==> src/rtl/trz_pkg.sv <==
// Shared types, constants and arithmetic helpers of the triangle rasterizer.
package trz_pkg;

	localparam int SCREEN_WIDTH  = 256;
	localparam int SCREEN_HEIGHT = 256;
	localparam int DEPTH_BITS    = 24;

	localparam int PIX_TOTAL = SCREEN_WIDTH * SCREEN_HEIGHT;
	localparam int ADDR_W    = $clog2(PIX_TOTAL);
	localparam int XW        = $clog2(SCREEN_WIDTH);
	localparam int YW        = $clog2(SCREEN_HEIGHT);

	localparam int CRW  = 16;
	localparam int DIFW = CRW + 1;
	localparam int PDW  = 2 * DIFW;
	localparam int EW   = PDW + 1;
	localparam int ZW   = 24;
	localparam int PZW  = DIFW + ZW + 1;
	localparam int SPLIT = 18;
	localparam int PHW  = (EW - SPLIT) + ZW + 1;
	localparam int PLW  = SPLIT + 1 + ZW + 1;
	localparam int NW   = 64;
	localparam int CNTW = 17;
	localparam int CMPW = (DEPTH_BITS > ZW) ? DEPTH_BITS : ZW;

	localparam logic [CNTW-1:0]       COUNT_MAX  = '1;
	localparam logic [DEPTH_BITS-1:0] DEPTH_FAR  = '1;
	localparam logic signed [CRW-1:0] X_LAST     = CRW'(SCREEN_WIDTH - 1);
	localparam logic signed [CRW-1:0] Y_LAST     = CRW'(SCREEN_HEIGHT - 1);

	localparam logic [1:0] OP_CLEAR = 2'd0;
	localparam logic [1:0] OP_DRAW  = 2'd1;
	localparam logic [1:0] OP_READ  = 2'd2;

	typedef logic [ADDR_W-1:0] addr_t;
	typedef logic [XW-1:0]     xpos_t;
	typedef logic [YW-1:0]     ypos_t;

	typedef struct packed {
		logic [1:0]            operation;
		logic signed [CRW-1:0] ax;
		logic signed [CRW-1:0] ay;
		logic [ZW-1:0]         az;
		logic signed [CRW-1:0] bx;
		logic signed [CRW-1:0] by_row;
		logic [ZW-1:0]         bz;
		logic signed [CRW-1:0] cx;
		logic signed [CRW-1:0] cy;
		logic [ZW-1:0]         cz;
		logic [23:0]           fill_rgb;
	} trz_cmd_t;

	typedef struct packed {
		logic [31:0]     pixel_colour;
		logic [23:0]     pixel_depth;
		logic [CNTW-1:0] pixels_written;
		logic            degenerate;
	} trz_rsp_t;

	function automatic logic signed [DIFW-1:0] diff(input logic signed [CRW-1:0] a,
		input logic signed [CRW-1:0] b);
		return DIFW'(a) - DIFW'(b);
	endfunction

	function automatic logic signed [CRW-1:0] min3(input logic signed [CRW-1:0] a,
		input logic signed [CRW-1:0] b, input logic signed [CRW-1:0] c);
		logic signed [CRW-1:0] m;
		m = (a < b) ? a : b;
		return (m < c) ? m : c;
	endfunction

	function automatic logic signed [CRW-1:0] max3(input logic signed [CRW-1:0] a,
		input logic signed [CRW-1:0] b, input logic signed [CRW-1:0] c);
		logic signed [CRW-1:0] m;
		m = (a > b) ? a : b;
		return (m > c) ? m : c;
	endfunction

	function automatic logic signed [PDW-1:0] mul_dd(input logic signed [DIFW-1:0] a,
		input logic signed [DIFW-1:0] b);
		return PDW'(a) * PDW'(b);
	endfunction

	function automatic logic signed [PZW-1:0] mul_dz(input logic signed [DIFW-1:0] a,
		input logic [ZW-1:0] z);
		logic signed [PZW-1:0] zs;
		zs = $signed(PZW'(z));
		return PZW'(a) * zs;
	endfunction

endpackage

==> src/rtl/trz_div.sv <==
// Restoring divider that produces one quotient bit of the pixel depth per cycle.
module trz_div import trz_pkg::*; (
	input  logic            clk,
	input  logic            arst_n,
	input  logic            start,
	input  logic [NW-2:0]   num,
	input  logic [EW-1:0]   den,
	output logic            done,
	output logic [ZW-1:0]   quot
);
	localparam int SW = $clog2(ZW);

	logic [NW-2:0] rem_q;
	logic [NW-2:0] dsh_q;
	logic [ZW-1:0] quot_q;
	logic [SW-1:0] step_q;
	logic          busy_q;
	logic          done_q;
	logic          ge;

	assign ge   = rem_q >= dsh_q;
	assign done = done_q;
	assign quot = quot_q;

	always_ff @(posedge clk or negedge arst_n) begin
		if (!arst_n) begin
			busy_q <= 1'b0;
			done_q <= 1'b0;
			step_q <= '0;
		end else begin
			done_q <= 1'b0;
			if (start) begin
				busy_q <= 1'b1;
				step_q <= '0;
			end else if (busy_q) begin
				step_q <= step_q + 1'b1;
				if (step_q == SW'(ZW - 1)) begin
					busy_q <= 1'b0;
					done_q <= 1'b1;
				end
			end
		end
	end

	always_ff @(posedge clk) begin
		if (start) begin
			rem_q  <= num;
			dsh_q  <= (NW - 1)'(den) << (ZW - 1);
			quot_q <= '0;
		end else if (busy_q) begin
			if (ge) begin
				rem_q <= rem_q - dsh_q;
			end
			quot_q <= {quot_q[ZW-2:0], ge};
			dsh_q  <= dsh_q >> 1;
		end
	end

	assert property (@(posedge clk) disable iff (!arst_n) done_q |-> !busy_q)
		else $error("divider reports done while still busy");
endmodule

==> config.mk <==
export PLATFORM = sky130hd
export DESIGN_NAME = trz_div
export DESIGN_NICKNAME = d
export VERILOG_FILES = /design/src/rtl/trz_pkg.sv /design/src/rtl/trz_div.sv
export SDC_FILE = /design/constraint.sdc
export NUM_CORES = 1
export LEC_CHECK = 0
export BUFFER_PORTS_ARGS = -buffer_cell sky130_fd_sc_hd__buf_4
export CAP_MARGIN = 40
export CORE_MARGIN = 2
export CORE_UTILIZATION = 61
export CTS_CLUSTER_DIAMETER = 200
export CTS_CLUSTER_SIZE = 40
export DETAILED_ROUTE_END_ITERATION = 6
export GPL_ROUTABILITY_DRIVEN = 0
export PLACE_DENSITY = 0.83
export SLEW_MARGIN = 20
export SYNTH_ARGS = -nofsm -noshare
export SYNTH_HDL_FRONTEND = slang
export SYNTH_SLANG_ARGS = --single-unit
==> constraint.sdc <==
create_clock -name clk -period 16.6 [get_ports clk]
set_input_delay 4.98 -clock clk [delete_from_list [all_inputs] [get_ports clk]]
set_output_delay 4.98 -clock clk [all_outputs]
set_load 0.02 [all_outputs]
==> flow_summary.toml <==
[status]
status = "completed"

[clock_tree]
clock_tree_buffer_depth = 2
clockRootBuffer = "clkbuf_16"
cts_hold_buffers = 0
ctsHtreeMaxLevel = 4
cts_buffers = 17
cts_resized = 0
clk_transition_reported_paths_ps = 70
postCtsSetupBuffers = 0
insertion_delay_ps = 430
cts_tree = "done"
clkSinkCount = 152

[sta]
achievable-frequency_mhz = 158
sum_of_negative_setup_slack_ps = 0
min_period_ps = 6330
final-max-slew-violation-count = 0
fin_worst_hold_slack_ps = 523
finalHoldViolCount = 0
timing.final.crit_share = 0.381
setup_viol = 0
rsz0062_at_grt = "false"
worst_slew_margin_rel = 0.583
final.setup_skew_ps = 10.3
worst_max_slew_pin_slew_ps = 625

[detailed_routing]
final_antenna_net_count = 0
via_count = 8525
drt_iter0_drc = 795
drt-vias-per-instance = 5.94
detailedRoute.firstPassIterationCount = 5
route.final.wire_length_mm = 23.5
detail_route.wl_per_cell_um = 16.4
drt_drc_violations_left = 0

[final_layout]
areaGrowthSynthToFinish_pct = 16.7
drive_gt1_frac = 0.153
count_of_fill_cells_added_during_filler_insertion = 1203
design.final.nets = 1368
layout.cells.most_common = "nand2_1"
layout.area.seq_mm2 = 0.00406
multi_input_comb_area_mm2 = 0.00534
layout.cells.most_common_list = "150 x nand2_1, 128 x buf_4, 98 x edfxtp_1, 92 x o21ai_0, 84 x a21oi_1"
antenna_cells = 0

[critical_path]
path_common_cell = "buf_16"
cp.arrival_ps = 6430
worst-endpoint-required_ps = 16700
critPathTopFamily = "buffers and inverters"
worstSetupStartpointType = "input port"
critical_path.max_fanout = 78
critical_path_buf_inv_count = 4
critical_path.cell_chain = "buf_6 -> buf_16 -> o21bai_4 -> buf_4 -> buf_16"
timing_worst_setup_path_type = "in2reg"
critPathCaptureType = "flip-flop"
timing.critical_path.slowest_stage_cell = "buf_6"
worst_path_largest_cell_delay_ps = 360

[synth]
yosysSeqAreaShare = 0.408
synth_edf_count = 98
yosysTopAreaCell = "edfxtp_1"
syn-instance-count = 1119
synthDominantCellAreaShare = 0.296
yosysWarnings = 0
synth_fp_nets = 1280
synth_top_flop_cell = "edfxtp_1"
summed_instance_area_of_the_synthesized_netlist_mm2 = 0.00995
synth_area_leaders = "edfxtp_1 30%, dfxtp_1 9.5%, ha_1 7.4%"
synth_async_sr_flop_share = 0.0461
yosysUniqueCellTypes = 75
synth_seq_cells = 152
syn_avg_cell_area_um2 = 8.89

[power]
power_per_cell_area_mw_per_mm2 = 170
power.static_leakage_nw = 5.12
power.ir.vdd_worst_v = 0.0000936

[floorplan]
die_y_um = 132
floorplan.die.width_um = 132
die_area_mm2 = 0.0174
fp.coreArea_mm2 = 0.0159
num_io_pins = 126
placement_rows = 46
initial_core_util = 0.624

[global_routing]
grt_pass1_vias = 8061
grt-ovfl-total = 0
wire_length_of_the_first_global_routing_pass_mm = 39.2
grt_antenna_before_repair = 0
grt_use_total = 0.275
grt_max_degree = 143

[hold_path]
min-delay-path-class = "reg2reg"

[placed_design]
dp_hpwl_mm = 16.9
port-buffer-count = 125

[flow_run]
cap_violations = 0
[sequential cells by signal (all words and copies together), names as in the netlist]
register and cells:
dsh_q 58, quot 24, busy_q 1, done 1, step_q 5, rem_q 63
[logic make-up after synthesis]
logic type | count (synthesis) | share of synthesized area
and+or+nand+nor | 330 | 0.148
AOI/OAI and AO/OA | 318 | 0.206
DFF | 152 | 0.408
buffers and inverters | 148 | 0.0572
xor gates and xnor gates | 60 | 0.0528
adders and majority gates | 60 | 0.0762
muxes | 51 | 0.0518
[synth_stat cells, types with 7 or more instances]
master / number
mux2i_1: 47
nor4_1: 8
ha_1: 59
dfrtp_1: 7
nor3_1: 11
nor2_1: 82
a21oi_1: 84
xor2_1: 26
nand4_1: 19
inv_1: 83
xnor2_1: 34
o31ai_1: 35
dfxtp_1: 47
clkbuf_1: 51
nor2b_1: 8
edfxtp_1: 98
a211oi_1: 11
nand2_1: 150
and2_1: 8
o21bai_1: 12
a21o_1: 18
o21ai_0: 92
nand3_1: 14
[metal layers]
| layer | track usage | wire (µm) | up-vias |
|---|---|---|---|
| met4 | 0.0749 | 359 | 0 |
| met1 | 0.378 | 10600 | 3917 |
| met2 | 0.450 | 11000 | 360 |
| met3 | 0.0515 | 1520 | 45 |
| met5 | 0 | 0 | - |
| li1 | - | - | 4203 |
[stage by stage]
stage	cell area, µm²	worst slack (ps)	total power, mW	utilization	instances
final	11600	10270	1.97	0.728	1436
after global routing	11600	10200	2.10	0.728	1436
after CTS	11500	9990	1.95	0.724	1433
after detailed placement	11000	9540	1.57	0.689	1401
after global placement	11000	9320	1.54	0.687	1400
after floorplan	9950	8430	1.35	-	1119
[path summary, 6_finish.rpt]
check                      startpoint         to  slack [ps]  cells past startpoint
max in group asynchronous      arst_n     busy_q       12130                      1
min in group asynchronous      arst_n       done        4340                      1
max                             start  rem_q[23]       10270                      5
min reg2reg                   quot[0]    quot[0]         520                      2
max reg2reg                 dsh_q[21]  rem_q[23]       12830                     13
min                           quot[0]    quot[0]         520                      2
[layout make-up]
class | instances | share of cell area
Multi-Input combinational cell | 819 | 0.459
Sequential cell | 152 | 0.350
Timing Repair Buffer | 133 | 0.0925
Clock buffer | 19 | 0.0381
Inverter | 84 | 0.0271
Tap cell | 216 | 0.0233
Clock inverter | 13 | 0.00980
[report_power, final]
part	switching, mW	total (mW)	leakage [nW]	internal, mW
sequential	0.0389	0.557	1.54	0.518
clock	0.170	0.370	0.278	0.200
combinational	0.628	1.04	3.31	0.415
total	0.837	1.97	5.12	1.13
[worst reg2reg max path, cell delays in order (launching register included)]
cell      delay, ps
dfxtp_1         350
inv_1            60
ha_1            410
nand2_1          90
o21a_1          240
a211o_1         290
a211oi_1        450
o211ai_1        180
nand2_1         220
a211oi_1        170
o2111a_1        320
o21bai_4        120
buf_4           230
buf_16          300
No activity file was read; power rests on OpenSTA's default activity.
